`src/hdl/tac_pkg.sv`:
```
// Types and constants of the thermal alarm controller.
package tac_pkg;

    // Field widths.
    localparam int SAMPLE_BITS = 10;
    localparam int THRESH_W    = 10;
    localparam int TIME_W      = 12;
    localparam int CHAR_W      = 7;
    localparam int CMD_W       = 2;
    localparam int APB_ADDR_W  = 5;
    localparam int APB_DATA_W  = 32;
    localparam int WINDOW_LEN  = 4;

    // Command codes.
    localparam logic [CMD_W-1:0] CMD_TICK   = 2'd0;
    localparam logic [CMD_W-1:0] CMD_SAMPLE = 2'd1;
    localparam logic [CMD_W-1:0] CMD_CHAR   = 2'd2;

    // Register indexes (byte address divided by four).
    localparam logic [2:0] REG_ALARM_THRESHOLD = 3'd0;
    localparam logic [2:0] REG_NORMAL_ON       = 3'd1;
    localparam logic [2:0] REG_NORMAL_OFF      = 3'd2;
    localparam logic [2:0] REG_ALARM_ON        = 3'd3;
    localparam logic [2:0] REG_ALARM_OFF       = 3'd4;
    localparam logic [2:0] REG_SAMPLE_BUDGET   = 3'd5;

    // Register reset values.
    localparam logic [THRESH_W-1:0] RST_ALARM_THRESHOLD = 10'd735;
    localparam logic [TIME_W-1:0]   RST_NORMAL_ON       = 12'd500;
    localparam logic [TIME_W-1:0]   RST_NORMAL_OFF      = 12'd1500;
    localparam logic [TIME_W-1:0]   RST_ALARM_ON        = 12'd200;
    localparam logic [TIME_W-1:0]   RST_ALARM_OFF       = 12'd300;
    localparam logic [TIME_W-1:0]   RST_SAMPLE_BUDGET   = 12'd1500;

    // Acknowledge sequence, oldest character first.
    localparam logic [CHAR_W-1:0] CH_A    = 7'h41;
    localparam logic [CHAR_W-1:0] CH_C    = 7'h63;
    localparam logic [CHAR_W-1:0] CH_K    = 7'h6B;
    localparam logic [CHAR_W-1:0] CH_BANG = 7'h21;

    typedef struct packed {
        logic [CMD_W-1:0]       cmd;
        logic [SAMPLE_BITS-1:0] sample;
        logic [CHAR_W-1:0]      rx_char;
    } tac_item_t;

    typedef struct packed {
        logic                   alarm;
        logic                   led_green;
        logic                   led_red;
        logic                   send_warning;
        logic                   sampling_on;
        logic [SAMPLE_BITS-1:0] average;
    } tac_result_t;

    typedef struct packed {
        logic [THRESH_W-1:0] alarm_threshold;
        logic [TIME_W-1:0]   normal_on_ms;
        logic [TIME_W-1:0]   normal_off_ms;
        logic [TIME_W-1:0]   alarm_on_ms;
        logic [TIME_W-1:0]   alarm_off_ms;
        logic [TIME_W-1:0]   sample_budget;
    } tac_cfg_t;

endpackage

```
`src/hdl/tac_cfg_regs.sv`:
```
// APB register file holding the controller's configuration.
module tac_cfg_regs (
    input  logic                           aclk,
    input  logic                           aresetn,
    input  logic                           psel,
    input  logic                           penable,
    input  logic                           pwrite,
    input  logic [tac_pkg::APB_ADDR_W-1:0] paddr,
    input  logic [tac_pkg::APB_DATA_W-1:0] pwdata,
    output logic [tac_pkg::APB_DATA_W-1:0] prdata,
    output tac_pkg::tac_cfg_t              cfg
);

    tac_pkg::tac_cfg_t cfg_reg;
    tac_pkg::tac_cfg_t cfg_next;
    logic [2:0]        reg_index;
    logic              wr_en;

    assign reg_index = paddr[tac_pkg::APB_ADDR_W-1:2];
    assign wr_en     = psel && penable && pwrite;

    // Decode a write into the addressed register.
    always_comb begin
        cfg_next = cfg_reg;
        if (wr_en) begin
            unique case (reg_index)
                tac_pkg::REG_ALARM_THRESHOLD:
                    cfg_next.alarm_threshold = pwdata[tac_pkg::THRESH_W-1:0];
                tac_pkg::REG_NORMAL_ON:     cfg_next.normal_on_ms  = pwdata[tac_pkg::TIME_W-1:0];
                tac_pkg::REG_NORMAL_OFF:    cfg_next.normal_off_ms = pwdata[tac_pkg::TIME_W-1:0];
                tac_pkg::REG_ALARM_ON:      cfg_next.alarm_on_ms   = pwdata[tac_pkg::TIME_W-1:0];
                tac_pkg::REG_ALARM_OFF:     cfg_next.alarm_off_ms  = pwdata[tac_pkg::TIME_W-1:0];
                tac_pkg::REG_SAMPLE_BUDGET: cfg_next.sample_budget = pwdata[tac_pkg::TIME_W-1:0];
                default: ;
            endcase
        end
    end

    always_ff @(posedge aclk) begin
        if (!aresetn) begin
            cfg_reg.alarm_threshold <= tac_pkg::RST_ALARM_THRESHOLD;
            cfg_reg.normal_on_ms    <= tac_pkg::RST_NORMAL_ON;
            cfg_reg.normal_off_ms   <= tac_pkg::RST_NORMAL_OFF;
            cfg_reg.alarm_on_ms     <= tac_pkg::RST_ALARM_ON;
            cfg_reg.alarm_off_ms    <= tac_pkg::RST_ALARM_OFF;
            cfg_reg.sample_budget   <= tac_pkg::RST_SAMPLE_BUDGET;
        end else begin
            cfg_reg <= cfg_next;
        end
    end

    // Read-back multiplexer; unmapped addresses read as zero.
    always_comb begin
        prdata = '0;
        unique case (reg_index)
            tac_pkg::REG_ALARM_THRESHOLD:
                prdata = {{(tac_pkg::APB_DATA_W-tac_pkg::THRESH_W){1'b0}}, cfg_reg.alarm_threshold};
            tac_pkg::REG_NORMAL_ON:
                prdata = {{(tac_pkg::APB_DATA_W-tac_pkg::TIME_W){1'b0}}, cfg_reg.normal_on_ms};
            tac_pkg::REG_NORMAL_OFF:
                prdata = {{(tac_pkg::APB_DATA_W-tac_pkg::TIME_W){1'b0}}, cfg_reg.normal_off_ms};
            tac_pkg::REG_ALARM_ON:
                prdata = {{(tac_pkg::APB_DATA_W-tac_pkg::TIME_W){1'b0}}, cfg_reg.alarm_on_ms};
            tac_pkg::REG_ALARM_OFF:
                prdata = {{(tac_pkg::APB_DATA_W-tac_pkg::TIME_W){1'b0}}, cfg_reg.alarm_off_ms};
            tac_pkg::REG_SAMPLE_BUDGET:
                prdata = {{(tac_pkg::APB_DATA_W-tac_pkg::TIME_W){1'b0}}, cfg_reg.sample_budget};
            default: prdata = '0;
        endcase
    end

    assign cfg = cfg_reg;

endmodule

```
`src/hdl/tac_core.sv`:
```
// Controller state and the single-pass update applied to each item.
module tac_core (
    input  logic                  aclk,
    input  logic                  aresetn,
    input  logic                  advance,
    input  tac_pkg::tac_item_t    item,
    input  tac_pkg::tac_cfg_t     cfg,
    output tac_pkg::tac_result_t  result
);

    logic                            alarm_mode_reg, alarm_mode_next;
    logic                            phase_on_reg, phase_on_next;
    logic [tac_pkg::TIME_W-1:0]      elapsed_reg, elapsed_next;
    logic [1:0]                      warn_count_reg, warn_count_next;
    logic [tac_pkg::SAMPLE_BITS-1:0] prev_sample_reg, prev_sample_next;
    logic [tac_pkg::TIME_W-1:0]      samples_left_reg, samples_left_next;
    logic                            sampling_reg, sampling_next;
    logic [tac_pkg::SAMPLE_BITS-1:0] last_avg_reg, last_avg_next;
    logic [tac_pkg::CHAR_W-1:0]      window_reg [tac_pkg::WINDOW_LEN];
    logic [tac_pkg::CHAR_W-1:0]      window_next [tac_pkg::WINDOW_LEN];
    logic                            warn;

    logic [tac_pkg::TIME_W-1:0]      dur_raw;
    logic [tac_pkg::TIME_W-1:0]      dur;
    logic                            phase_done;
    logic [tac_pkg::SAMPLE_BITS:0]   sample_sum;
    logic [tac_pkg::SAMPLE_BITS-1:0] avg;
    logic                            over_threshold;
    logic [tac_pkg::TIME_W-1:0]      samples_dec;
    logic                            ack_seen;

    // Duration of the current LED phase; zero behaves as one.
    assign dur_raw = alarm_mode_reg ? (phase_on_reg ? cfg.alarm_on_ms : cfg.alarm_off_ms)
                                    : (phase_on_reg ? cfg.normal_on_ms : cfg.normal_off_ms);
    assign dur = (dur_raw == '0) ? tac_pkg::TIME_W'(1) : dur_raw;
    assign phase_done = ({1'b0, elapsed_reg} + (tac_pkg::TIME_W+1)'(1)) >= {1'b0, dur};

    // Two-sample average and the threshold compare.
    assign sample_sum     = {1'b0, item.sample} + {1'b0, prev_sample_reg};
    assign avg            = sample_sum[tac_pkg::SAMPLE_BITS:1];
    assign over_threshold = avg > cfg.alarm_threshold;
    assign samples_dec    = (samples_left_reg != '0) ? samples_left_reg - tac_pkg::TIME_W'(1)
                                                     : samples_left_reg;

    // The window after shifting in the character reads the acknowledge text.
    assign ack_seen = (window_reg[1] == tac_pkg::CH_A) && (window_reg[2] == tac_pkg::CH_C) &&
                      (window_reg[3] == tac_pkg::CH_K) && (item.rx_char == tac_pkg::CH_BANG);

    // Next state for the item in the input register.
    always_comb begin
        alarm_mode_next   = alarm_mode_reg;
        phase_on_next     = phase_on_reg;
        elapsed_next      = elapsed_reg;
        warn_count_next   = warn_count_reg;
        prev_sample_next  = prev_sample_reg;
        samples_left_next = samples_left_reg;
        sampling_next     = sampling_reg;
        last_avg_next     = last_avg_reg;
        window_next       = window_reg;
        warn              = 1'b0;
        unique case (item.cmd)
            tac_pkg::CMD_TICK: begin
                if (phase_done) begin
                    phase_on_next = !phase_on_reg;
                    elapsed_next  = '0;
                    if (alarm_mode_reg) begin
                        if (warn_count_reg == 2'd3) begin
                            warn            = 1'b1;
                            warn_count_next = '0;
                        end else begin
                            warn_count_next = warn_count_reg + 2'd1;
                        end
                    end
                end else begin
                    elapsed_next = elapsed_reg + tac_pkg::TIME_W'(1);
                end
            end
            tac_pkg::CMD_SAMPLE: begin
                if (!alarm_mode_reg && sampling_reg) begin
                    prev_sample_next = item.sample;
                    last_avg_next    = avg;
                    if (over_threshold) begin
                        alarm_mode_next = 1'b1;
                        phase_on_next   = 1'b1;
                        elapsed_next    = '0;
                        warn_count_next = '0;
                    end else begin
                        samples_left_next = samples_dec;
                        if (samples_dec == '0) begin
                            sampling_next = 1'b0;
                        end
                    end
                end
            end
            tac_pkg::CMD_CHAR: begin
                if (alarm_mode_reg) begin
                    window_next[0] = window_reg[1];
                    window_next[1] = window_reg[2];
                    window_next[2] = window_reg[3];
                    window_next[3] = item.rx_char;
                    if (ack_seen) begin
                        alarm_mode_next   = 1'b0;
                        phase_on_next     = 1'b1;
                        elapsed_next      = '0;
                        samples_left_next = cfg.sample_budget;
                        sampling_next     = 1'b1;
                    end
                end
            end
            default: ;
        endcase
    end

    // State registers advance only when the item moves to the result register.
    always_ff @(posedge aclk) begin
        if (!aresetn) begin
            alarm_mode_reg   <= 1'b0;
            phase_on_reg     <= 1'b1;
            elapsed_reg      <= '0;
            warn_count_reg   <= '0;
            prev_sample_reg  <= '0;
            samples_left_reg <= tac_pkg::RST_SAMPLE_BUDGET;
            sampling_reg     <= 1'b1;
            last_avg_reg     <= '0;
            for (int i = 0; i < tac_pkg::WINDOW_LEN; i++) begin
                window_reg[i] <= '0;
            end
        end else if (advance) begin
            alarm_mode_reg   <= alarm_mode_next;
            phase_on_reg     <= phase_on_next;
            elapsed_reg      <= elapsed_next;
            warn_count_reg   <= warn_count_next;
            prev_sample_reg  <= prev_sample_next;
            samples_left_reg <= samples_left_next;
            sampling_reg     <= sampling_next;
            last_avg_reg     <= last_avg_next;
            window_reg       <= window_next;
        end
    end

    // Result fields reflect the state after the update.
    always_comb begin
        result.alarm        = alarm_mode_next;
        result.led_green    = !alarm_mode_next && phase_on_next;
        result.led_red      = alarm_mode_next && phase_on_next;
        result.send_warning = warn;
        result.sampling_on  = !alarm_mode_next && sampling_next;
        result.average      = last_avg_next;
    end

endmodule

```
`src/hdl/thermal_alarm_controller.sv`:
```
// Top level of the thermal alarm controller: handshake registers and submodules.
//
//   Channel   Direction  Payload         Transfer when
//   s_        in         tac_item_t      s_valid && s_ready
//   m_        out        tac_result_t    m_valid && m_ready
//   APB       in/out     32-bit regs     psel && penable && pready
//
// One item per cycle sustained while m_ready stays high; a taken transfer passes through
// the input register and then the result register before it shows on m_valid and m_data.
// Synchronous active-low reset restores register and state defaults; no clear pass.
// A stalled result register holds the input register, and s_ready falls only
// while both are full and m_ready is low.
module thermal_alarm_controller (
    input  logic                           aclk,
    input  logic                           aresetn,
    input  logic                           s_valid,
    output logic                           s_ready,
    input  tac_pkg::tac_item_t             s_data,
    output logic                           m_valid,
    input  logic                           m_ready,
    output tac_pkg::tac_result_t           m_data,
    input  logic                           psel,
    input  logic                           penable,
    input  logic                           pwrite,
    input  logic [tac_pkg::APB_ADDR_W-1:0] paddr,
    input  logic [tac_pkg::APB_DATA_W-1:0] pwdata,
    output logic [tac_pkg::APB_DATA_W-1:0] prdata,
    output logic                           pready
);

    logic                 in_valid_reg;
    tac_pkg::tac_item_t   in_data_reg;
    logic                 out_valid_reg;
    tac_pkg::tac_result_t out_data_reg;
    logic                 advance;
    tac_pkg::tac_cfg_t    cfg;
    tac_pkg::tac_result_t result;

    assign pready = 1'b1;

    tac_cfg_regs u_cfg_regs (
        .aclk    (aclk),
        .aresetn (aresetn),
        .psel    (psel),
        .penable (penable),
        .pwrite  (pwrite),
        .paddr   (paddr),
        .pwdata  (pwdata),
        .prdata  (prdata),
        .cfg     (cfg)
    );

    // The held item moves on whenever the result register is free or drains.
    assign advance = in_valid_reg && (!out_valid_reg || m_ready);
    assign s_ready = !in_valid_reg || advance;

    tac_core u_core (
        .aclk    (aclk),
        .aresetn (aresetn),
        .advance (advance),
        .item    (in_data_reg),
        .cfg     (cfg),
        .result  (result)
    );

    // Input register.
    always_ff @(posedge aclk) begin
        if (!aresetn) begin
            in_valid_reg <= 1'b0;
        end else if (s_ready) begin
            in_valid_reg <= s_valid;
        end
    end

    always_ff @(posedge aclk) begin
        if (s_valid && s_ready) begin
            in_data_reg <= s_data;
        end
    end

    // Result register.
    always_ff @(posedge aclk) begin
        if (!aresetn) begin
            out_valid_reg <= 1'b0;
        end else if (advance) begin
            out_valid_reg <= 1'b1;
        end else if (m_ready) begin
            out_valid_reg <= 1'b0;
        end
    end

    always_ff @(posedge aclk) begin
        if (advance) begin
            out_data_reg <= result;
        end
    end

    assign m_valid = out_valid_reg;
    assign m_data  = out_data_reg;

endmodule

```
`config.mk`:
```
export PLATFORM = sky130hd
export DESIGN_NAME = thermal_alarm_controller
export DESIGN_NICKNAME = d
export VERILOG_FILES = /design/src/hdl/tac_pkg.sv /design/src/hdl/tac_cfg_regs.sv /design/src/hdl/tac_core.sv /design/src/hdl/thermal_alarm_controller.sv
export SDC_FILE = /design/constraint.sdc
export NUM_CORES = 1
export LEC_CHECK = 0
export BUFFER_PORTS_ARGS = -buffer_cell sky130_fd_sc_hd__buf_2
export CAP_MARGIN = 20
export CORE_ASPECT_RATIO = 0.6
export CORE_UTILIZATION = 40
export DETAILED_ROUTE_END_ITERATION = 8
export GPL_TIMING_DRIVEN = 0
export PLACE_DENSITY_LB_ADDON = 0.08
export REMOVE_ABC_BUFFERS = 1
export SLEW_MARGIN = 40
export SYNTH_ARGS = -nofsm -noshare
export SYNTH_HDL_FRONTEND = slang
export SYNTH_SLANG_ARGS = --single-unit
export TNS_END_PERCENT = 1
```
`constraint.sdc`:
```
create_clock -name aclk -period 6.53 [get_ports aclk]
set_input_delay 0.653 -clock aclk [delete_from_list [all_inputs] [get_ports aclk]]
set_output_delay 0.653 -clock aclk [all_outputs]
set_load 0.03 [all_outputs]
```
==> run metrics, run 1 <==
status complete, no violations; Tot GR Track Use 22.7%; setup_tns 0 ns; die width 200 um; Hold-fix buffers, CTS 0; Inst Count DP 1448; Flop pwr share 45.2%; Hold Worst Slack 0.377 ns; crit start category flop; via count 8043; Clk network pwr share 44.3%; combinational power share 10.5%; met1 WL 14500 um; leakage 4.19 nW; fraction of layout cells with a size suffix above 1 14.5%; metal3 WL 1640 um; slowest CP cell a2111oi_2; H-tree Lvls 4; Setup CP Type flop to flop; maximum number of pins on one net before global-route repair 59; endpoints failing setup 0; clk sink count 176; Worst-path clk slew 0.07 ns; cell area after placement 10000 sq um; most used cell, CP a211oi_1; Synth top area share 30.1%; Sw Ratio 25.9%; number of detailed-route iterations in the first pass 7; Post-synth top flop dfxtp_1; Final Skew 0.0126 ns; Antenna Cells 0; number of global-route vias before repair 7173; CTS Buf Count 17; Synth area leaders dfxtp_1 (30%), edfxtp_1 (11%), nand2_1 (10%); Initial Util 40.8%; RSZ-0062 raised after global routing false; most numerous cell in the Yosys netlist nand2_1; Top Family by Delay on Critical Path compound AO/OA/AOI/OAI gates; unique cell type count in the Yosys netlist 80; Async SR Flop Fraction 0%; crit-path cells and2_1, fa_1, a21o_1, a221o_1, o31ai_1, nor2_1, a211oi_1, inv_1, ha_1, nand4_1, a211oi_1, a2111oi_2, or3_1, nand2_2, o221a_1; CP endpoint kind flop; WL/cell 18.0 um; nets 1254; GRT Residual Overflow 0; worst path required time 6.87 ns; FF+latch count, synth 176; drt drc 0; Final Hold Fails 0; Highest Signal Layer met4; CP bufs+invs 1; input/output buffers 69; initial antenna violation count 0; HPWL after DPL 19000 um; Worst-Margin Slew 0.773 ns; io pins 113; area of the die 24200 sq um; fill count 2310; register area share after synthesis 41.0%; Via density 5.43; worst-path fanout max 7; post-CTS sizing 0; mean post-synth cell area 8.44 sq um; Peak VDD IR 0.170 mV; slew margin rel. 48.4%; initial detailed-routing violation count 630; Max Cap Viol 0; Largest stage delay, worst path 0.74 ns; min-delay worst type input port to flop; CP arrival 5.30 ns; Slew Limit Fails 0; # Post-CTS Setup Buffers 0; NetSw 665 uW; largest area contributor in the netlist dfxtp_1; PwrDens 240 nW/um^2; list of most frequent post-synthesis cells nand2_1 (260), dfxtp_1 (142), a21oi_1 (112), nor2_1 (54), clkbuf_1 (51); Pint 1.90 mW; global-route wire length before repair 41900 um; met2 wire len 10300 um; ANT nets after route 0; fin cells 1480; Synth Cell Area 9430 sq um; warnings from Yosys 0; final wirelength 26700 um; post-route clock period utilization 76.0%; f_max 202 MHz; CTS tree yes; Die Ht 121 um; Mapped Cells 1117; row count 43; Final min period 4.96 ns; clk buf depth 2; Post-synth EDFFs 34; clk_lat worst skew 0.45 ns; clock root buffer master clkbuf_16; Synth-to-Final Area Change 13.3%; core box area 23100 sq um; Post-Layout Inst Area 10700 sq um; max reg flops 70; placer congestion estimate 0.843
## metrics by stage
stage | power, mW | setup slack, ns | util, %
finish | 2.56 | 1.57 | 46.2
global route | 2.66 | 1.19 | 46.2
CTS | 2.58 | 1.71 | 46.1
detailed placement | 1.45 | 1.74 | 43.2
global placement | 1.44 | 1.36 | 42.5
floorplan | 1.34 | 2.46 | -
## path summary, 6_finish.rpt
kind	startpoint	to	slack, ns	cells after the start
setup / recovery	in_data_reg[7]$_DFFE_PP_	u_core.samples_left_reg[1]$_SDFFE_PN0P_	1.57	15
hold / removal	s_data[2]	in_data_reg[2]$_DFFE_PP_	0.38	1
setup reg to reg	in_data_reg[7]$_DFFE_PP_	u_core.samples_left_reg[1]$_SDFFE_PN0P_	1.57	15
hold reg to reg	u_core.window_reg[15]$_SDFFE_PN0P_	u_core.window_reg[15]$_SDFFE_PN0P_	0.45	2
## power groups by stage
stage,combinational (mW),sequential [mW],clock [mW]
floorplan,0.157,1.19,0
global placement,0.260,1.18,0
detailed placement,0.266,1.18,0
CTS,0.267,1.16,1.16
global route,0.294,1.16,1.21
finish,0.268,1.16,1.14
## cells in the final DEF (no fill, tap or decap), types with 23 or more instances in the layout
master	instances
a21oi_1	112
buf_2	73
dfxtp_1	140
edfxtp_1	34
ha_1	38
inv_1	44
mux2i_1	23
nand2_1	260
nand3_1	50
nor2_1	53
## logic make-up after synthesis
logic type	count (synthesis)	synth area share [%]
and+or+nand+nor	472	23.4
muxes	45	6.50
buffers and inverters	129	6.08
DFF	176	41.0
xor gates and xnor gates	15	1.39
other	2	0.0796
AOI/OAI and AO/OA	239	16.4
adders and majority gates	39	5.25
## layout make-up
type | instances | area [sq um] | area share, %
inverters | 46 | 178 | 1.66
flip-flops and latches | 176 | 3870 | 36.2
repair buffers | 80 | 442 | 4.13
multi-input cells | 831 | 5140 | 48.1
well taps | 315 | 394 | 3.69
clock inverters | 8 | 106 | 0.995
clock buffers | 24 | 557 | 5.21
## routing by layer
metal  track usage, %  vias up
met3             6.18       19
met4             5.14        0
met1             35.7     3829
met2             29.5      212
li1                 -     3983
met5                0        -
No activity file was read; power rests on OpenSTA's default activity.
==> run 2, diff against run 1 <==
--- a/config.mk
+++ b/config.mk
@@ -5,6 +5,7 @@
 export SDC_FILE = /design/constraint.sdc
 export NUM_CORES = 1
 export LEC_CHECK = 0
+export ABC_AREA = 1
 export BUFFER_PORTS_ARGS = -buffer_cell sky130_fd_sc_hd__buf_2
 export CAP_MARGIN = 20
 export CORE_ASPECT_RATIO = 0.6
==> constraint.sdc (replaced) <==
create_clock -name aclk -period 4.09 [get_ports aclk]
set_input_delay 0.409 -clock aclk [delete_from_list [all_inputs] [get_ports aclk]]
set_output_delay 0.409 -clock aclk [all_outputs]
set_load 0.03 [all_outputs]
==> run metrics, run 2 <==
input/output buffers 69 (unchanged); status complete, no violations; Async SR Flop Fraction 0% (unchanged); post-route clock period utilization 90.9% (+15 points); r2r endpoint m_data[13]$_DFFE_PP_; maximum number of pins on one net before global-route repair 79 (+34%); endpoints failing setup 0 (unchanged); hold_sp s_data[16]; warnings from Yosys 0 (unchanged); launching point of the worst reg2reg path u_core.phase_on_reg$_SDFFE_PN1P_; Hold-fix buffers, CTS 0 (unchanged); Die Ht 120 um (-0.93%); met1 usage 36.6% (+0.88 points); Mapped Cells 1255 (+12%); core box area 22400 sq um (-3.2%); area of the die 23800 sq um (-1.8%); Min-Delay Endpoint in_data_reg[16]$_DFFE_PP_; global routing's busiest layer met1; GRT Residual Overflow 0 (unchanged); leakage 4.66 nW (+11%); crit start category flop; clk buf depth 2 (unchanged); Synth top area share 30.7% (+0.57 points); worst hold path cell count 1 (unchanged); Antenna Cells 0 (unchanged); crit path from u_core.phase_on_reg$_SDFFE_PN1P_; largest area contributor in the netlist dfxtp_1; die width 198 um (-0.93%); CP endpoint kind flop; max reg flops 70 (unchanged); Setup WS pre-CTS 0.109 ns (-1.63 ns); CTS tree yes; Compound-Gate Fraction of Synth Area 16.8% (+0.49 points); f_max 269 MHz (+33%); row count 42 (-2.3%); Slew Limit Fails 0 (unchanged); Initial Util 41.3% (+0.57 points); drt drc 0 (unchanged); min-delay worst type input port to flop; Via density 5.17 (-4.8%); clk_lat worst skew 0.44 ns (about the same); Peak VDD IR 0.316 mV (+86%); setup_tns 0 ns (unchanged); initial detailed-routing violation count 770 (+22%); Synth-to-Final Area Change 13.1%; register area share after synthesis 41.8% (+0.78 points); final wirelength 26800 um (+0.50%); Post-synth top flop dfxtp_1; RSZ-0062 raised after global routing false; list of most frequent post-synthesis cells nand2_1 (228), nor2_1 (165), dfxtp_1 (142), o21ai_0 (142), inv_1 (120); Inst Count DP 1583 (+9.3%); Final min period 3.72 ns (-1.24 ns); worst path required time 4.28 ns (-2.59 ns); flop-to-flop setup slack 0.37 ns (-1.20 ns); Worst Reg2Reg Path Length in Cells 19 (+4); M2 GR Usage 31.2% (+1.7 points); fill count 2302 (-0.35%); Setup CP Type flop to flop; Post-Layout Inst Area 10500 sq um (-2.1%); mux share of post-synthesis cell area 0% (-6.5 points); Synth area leaders dfxtp_1 (31%), edfxtp_1 (11%), nand2_1 (9.2%); io pins 113 (unchanged); number of global-route vias before repair 7509 (+4.7%); Final WS setup 0.372 ns (-1.20 ns); worst-path fanout max 40 (+33); most frequent cells in the layout nand2_1 (227), nor2_1 (160), o21ai_0 (142), dfxtp_1 (140), inv_1 (119); Synth Cell Area 9250 sq um (-1.9%); Worst-path clk slew 0.07 ns (about the same); fraction of layout cells with a size suffix above 1 12.9% (-1.6 points); FF+latch count, synth 176 (unchanged); Final Hold Fails 0 (unchanged); Worst-Margin Slew 0.784 ns (+0.0107 ns); CTS Buf Count 17 (unchanged); placer congestion estimate 0.860 (+2.0%); initial antenna violation count 1 (+1); via count 8378 (+4.2%); global-route wire length before repair 42400 um (+1.0%); H-tree Lvls 4 (unchanged); cell area after placement 9780 sq um (-2.2%); ANT nets after route 0 (unchanged); clock root buffer master clkbuf_16; fin cells 1620 (+9.5%); post-synthesis adder-cell area fraction 5.35% (+0.10 points); post-synthesis xor/xnor area fraction 1.80% (+0.41 points); number of detailed-route iterations in the first pass 5 (-2); Hold Worst Slack 0.141 ns (-0.236 ns); Post-synth EDFFs 34 (unchanged); unique cell type count in the Yosys netlist 49 (-39%); WL/cell 16.6 um (-8.2%); most numerous cell in the Yosys netlist nand2_1; HPWL after DPL 18800 um (-1.1%); met3 usage 5.71% (-0.47 points); clk sink count 176 (unchanged); leading cell type in the layout, fill and taps excluded nand2_1; nets 1401 (+12%); main combinational cell family by area after synthesis simple AND/OR/NAND/NOR gates; PwrDens 398 nW/um^2 (+66%); CP arrival 3.91 ns (-1.39 ns); slew margin rel. 47.7% (-0.67 points); Final Skew 0.0121 ns (-0.000466 ns); Max Cap Viol 0 (unchanged); mean post-synth cell area 7.37 sq um (-13%); post-synthesis simple-gate area fraction 24.7% (+1.3 points); Tot GR Track Use 23.3% (+0.65 points)
## run 2: worst max path at each step
stage	slack [ns]	endpoint
detailed placement	0.11	u_core.samples_left_reg[11]$_SDFFE_PN0P_
global route	0.02	u_core.elapsed_reg[9]$_SDFFE_PN0P_
global placement	-0.33	m_data[13]$_DFFE_PP_
finish	0.37	m_data[13]$_DFFE_PP_
floorplan	0.89	u_core.samples_left_reg[0]$_SDFFE_PN0P_
CTS	0.07	u_core.samples_left_reg[11]$_SDFFE_PN0P_
## run 2: cells by family (layout without fill, tap and decap cells)
logic type,after synthesis,after routing
compound gates,287,287
xor+xnor,19,19
fa+ha+maj,39,39
buf+inv,205,243
flops,176,176
other cells,2,21
simple gates,527,527
## run 2: critical path, stage by stage (launching register included)
cell and delay (ns):
dfxtp_4 0.61, inv_1 0.42, nor2_1 0.18, nor2_1 0.06, a21oi_1 0.53, nand4_1 0.17, o31ai_1 0.30, ha_1 0.28
nand3_1 0.08, nor3_1 0.05, nand3_1 0.07, nand2_1 0.06, nand2_1 0.09, nand3_4 0.14, nand2_1 0.12, nand2_1 0.05
nand2_1 0.05, nand2_1 0.06, nand2_1 0.12, nor2_1 0.05
## run 2: timing repair
item | in CTS | in global routing
endpoints found under the setup margin | 0 | 21
resized for setup | 0 | 2
buffers inserted | 0 | 5
## run 2: through the flow
step / utilization, % / power (mW)
CTS: 46.5 / 4.18
floorplan: - / 2.23
detailed placement: 43.7 / 2.43
global route: 46.7 / 4.33
finish: 46.7 / 4.16
global placement: 43.2 / 2.41
## run 2: layout make-up
| class | instances | area [sq um] | share of cell area (%) |
|---|---|---|---|
| clock inverter | 14 | 190 | 1.82 |
| tap | 308 | 385 | 3.68 |
| clock buffer | 18 | 429 | 4.10 |
| multi-input combinational | 893 | 4620 | 44.2 |
| timing repair buffer | 80 | 465 | 4.45 |
| inverter | 131 | 499 | 4.77 |
| sequential | 176 | 3870 | 37.0 |
## run 2: metal layers
| layer | up-vias | share of wire (%) |
|---|---|---|
| li1 | 4221 | - |
| met1 | 3867 | 52 |
| met2 | 268 | 39 |
| met3 | 22 | 7.7 |
| met4 | 0 | 1.0 |
| met5 | - | 0 |
## run 2: report_power, final
part	total, mW	switching [mW]	internal (mW)
clock network	1.76	0.737	1.02
registers	1.87	0.0462	1.83
logic	0.529	0.377	0.151
total	4.16	1.16	3.00
==> run 3, diff against run 2 <==
==> constraint.sdc (replaced) <==
create_clock -name aclk -period 4.09 [get_ports aclk]
set_input_delay 0.2045 -clock aclk [delete_from_list [all_inputs] [get_ports aclk]]
set_output_delay 0.2045 -clock aclk [all_outputs]
set_load 0.03 [all_outputs]
==> run metrics, run 3 (synthesis results as in run 2) <==
fill count 2283 (-0.83%); Max Cap Viol 0 (unchanged); nets 1420 (+1.4%); ANT nets after route 0 (unchanged); CP arrival 3.93 ns (+0.02 ns); fraction of layout cells with a size suffix above 1 12.7% (-0.18 points); HPWL after DPL 18800 um (unchanged); number of detailed-route iterations in the first pass 5 (unchanged); Flop pwr share 44.8% (-0.2 points); worst path required time 4.28 ns (about the same); worst hold path cell count 3 (+2); endpoints failing setup 0 (unchanged); min-delay worst type input port to flop; Setup CP Type flop to flop; CTS tree yes; Synth-to-Final Area Change 15.1%; Worst Reg2Reg Path Length in Cells 19 (unchanged); global-route wire length before repair 42700 um (+0.70%); crit-path cells inv_1, nor2_1, nor2_1, a21oi_1, nand4_1, o31ai_1, ha_1, nand3_1, nor3_1, nand3_1, nand2_1, nand2_1, nand3_4, nand2_1, nand2_1, nand2_1, nand2_1, nand2_1, nor2_1; r2r endpoint m_data[13]$_DFFE_PP_; placer congestion estimate 0.860 (unchanged); clock root buffer master clkbuf_16; initial antenna violation count 1 (unchanged); Clk network pwr share 42.2% (about the same); Initial Util 41.3% (unchanged); row count 42 (unchanged); number of global-route vias before repair 7585 (+1.0%); most frequent cells in the layout nand2_1 (227), nor2_1 (160), o21ai_0 (142), dfxtp_1 (140), inv_1 (119); cell area after placement 9780 sq um (unchanged); hold_sp pwdata[9]; Pint 3.01 mW (+0.40%); most used cell, CP nand2_1; launching point of the worst reg2reg path u_core.phase_on_reg$_SDFFE_PN1P_; Largest stage delay, worst path 0.61 ns (about the same); Final Skew 0.0117 ns (-0.000460 ns); slew margin rel. 48.1% (+0.35 points); WL/cell 16.5 um (-0.25%); clk_lat worst skew 0.44 ns (about the same); NetSw 1.17 mW (+0.59%); die width 198 um (unchanged); Min-Delay Endpoint u_cfg_regs.cfg[69]$_SDFFE_PN1P_; clk buf depth 2 (unchanged); Antenna Cells 0 (unchanged); Tot GR Track Use 23.4% (+0.13 points); CTS Buf Count 17 (unchanged); initial detailed-routing violation count 717 (-6.9%); clk sink count 176 (unchanged); Top Family by Delay on Critical Path simple AND/OR/NAND/NOR gates; Final min period 3.74 ns (+0.0215 ns); worst-path fanout max 40 (unchanged); CP bufs+invs 1 (unchanged); input/output buffers 69 (unchanged); final wirelength 27100 um (+0.92%); PwrDens 392 nW/um^2 (-1.3%); Final Hold Fails 0 (unchanged); max reg flops 70 (unchanged); setup_tns 0 ns (unchanged); status complete, no violations; f_max 267 MHz (-0.58%); Worst-Margin Slew 0.778 ns (-0.00526 ns); area of the die 23800 sq um (unchanged); CP endpoint kind flop; Peak VDD IR 0.314 mV (-0.51%); Via density 5.14 (-0.68%); post-route clock period utilization 91.4% (+0.53 points); Die Ht 120 um (unchanged); flop-to-flop setup slack 0.35 ns (-0.02 ns); combinational power share 13.0% (+0.3 points); Final Util 47.6% (+0.85 points); H-tree Lvls 4 (unchanged); Slew Limit Fails 0 (unchanged); Post-Layout Inst Area 10700 sq um (+1.8%); maximum number of pins on one net before global-route repair 79 (unchanged); RSZ-0062 raised after global routing false; leading cell type in the layout, fill and taps excluded nand2_1; core box area 22400 sq um (unchanged); Sw Ratio 27.9% (+0.039 points); slowest CP cell dfxtp_4; leakage 4.74 nW (+1.7%); crit start category flop; Worst-path clk slew 0.07 ns (about the same); io pins 113 (unchanged); via count 8419 (+0.49%); drt drc 0 (unchanged); GRT Residual Overflow 0 (unchanged)
-- run 3: cell count changes in the layout (fill, tap and decap cells not counted) --
cell,before,now
dlygate4sd3_1,0,19
-- run 3: final cells by class --
cell class / count / area [sq um] / area share [%]
multi-input cells: 893 / 4620 / 43.4
flip-flops and latches: 176 / 3870 / 36.3
repair buffers: 99 / 656 / 6.15
inverters: 131 / 499 / 4.69
clock buffers: 18 / 429 / 4.03
well taps: 308 / 385 / 3.62
clock inverters: 14 / 190 / 1.79
-- run 3: worst max path at each step --
stage | startpoint | cells past startpoint | end
2_1_floorplan | in_data_reg[9]$_DFFE_PP_ | 21 | u_core.samples_left_reg[0]$_SDFFE_PN0P_
3_3_place_gp | u_core.phase_on_reg$_SDFFE_PN1P_ | 19 | m_data[13]$_DFFE_PP_
3_5_place_dp | in_data_reg[9]$_DFFE_PP_ | 21 | u_core.samples_left_reg[11]$_SDFFE_PN0P_
4_1_cts | in_data_reg[9]$_DFFE_PP_ | 21 | u_core.samples_left_reg[11]$_SDFFE_PN0P_
5_1_grt | in_data_reg[7]$_DFFE_PP_ | 21 | u_core.elapsed_reg[9]$_SDFFE_PN0P_
6_report | u_core.phase_on_reg$_SDFFE_PN1P_ | 19 | m_data[13]$_DFFE_PP_
-- run 3: per-stage QoR --
step | power [mW] | worst slack [ns] | instances | hold WS (ns)
2_1_floorplan | 2.23 | 0.891 | 1200 | 0.289
3_3_place_gp | 2.41 | -0.328 | 1577 | 0.382
3_5_place_dp | 2.43 | 0.109 | 1583 | 0.383
4_1_cts | 4.19 | 0.0741 | 1634 | 0.0576
5_1_grt | 4.34 | 0.0233 | 1639 | 0.0668
6_report | 4.18 | 0.350 | 1639 | 0.0701
-- run 3: layer usage --
metal  part of all wire [%]  vias to the layer above  global-route usage, %  routed length, um
met2                     40                      231                   31.6              10800
met1                     53                     3914                   36.7              14200
met3                    6.8                       18                   5.62               1840
met5                      0                        -                      0                  0
li1                       -                     4256                      -                  -
met4                   0.91                        0                   5.04                246
-- run 3: repair_timing --
action,CTS,global route
setup endpoints to repair,0,21
setup buffers,0,5
gates resized for setup,0,2
hold endpoints to repair,19,0
hold buffers,19,0
-- run 3: power groups by stage --
stage          Combinational, mW  Clock [mW]  Sequential (mW)
2_1_floorplan              0.318           0             1.91
3_3_place_gp               0.504           0             1.91
3_5_place_dp               0.516           0             1.91
4_1_cts                    0.533        1.79             1.87
5_1_grt                    0.603        1.86             1.88
6_report                   0.543        1.76             1.87
-- run 3: worst reg2reg max path, cell delays in order (launching register included) --
cell     delay [ns]
dfxtp_4        0.61
inv_1          0.44
nor2_1         0.19
nor2_1         0.06
a21oi_1        0.54
nand4_1        0.17
o31ai_1        0.29
ha_1           0.28
nand3_1        0.08
nor3_1         0.05
nand3_1        0.06
nand2_1        0.05
nand2_1        0.09
nand3_4        0.14
nand2_1        0.12
nand2_1        0.05
nand2_1        0.05
nand2_1        0.06
nand2_1        0.12
nor2_1         0.05
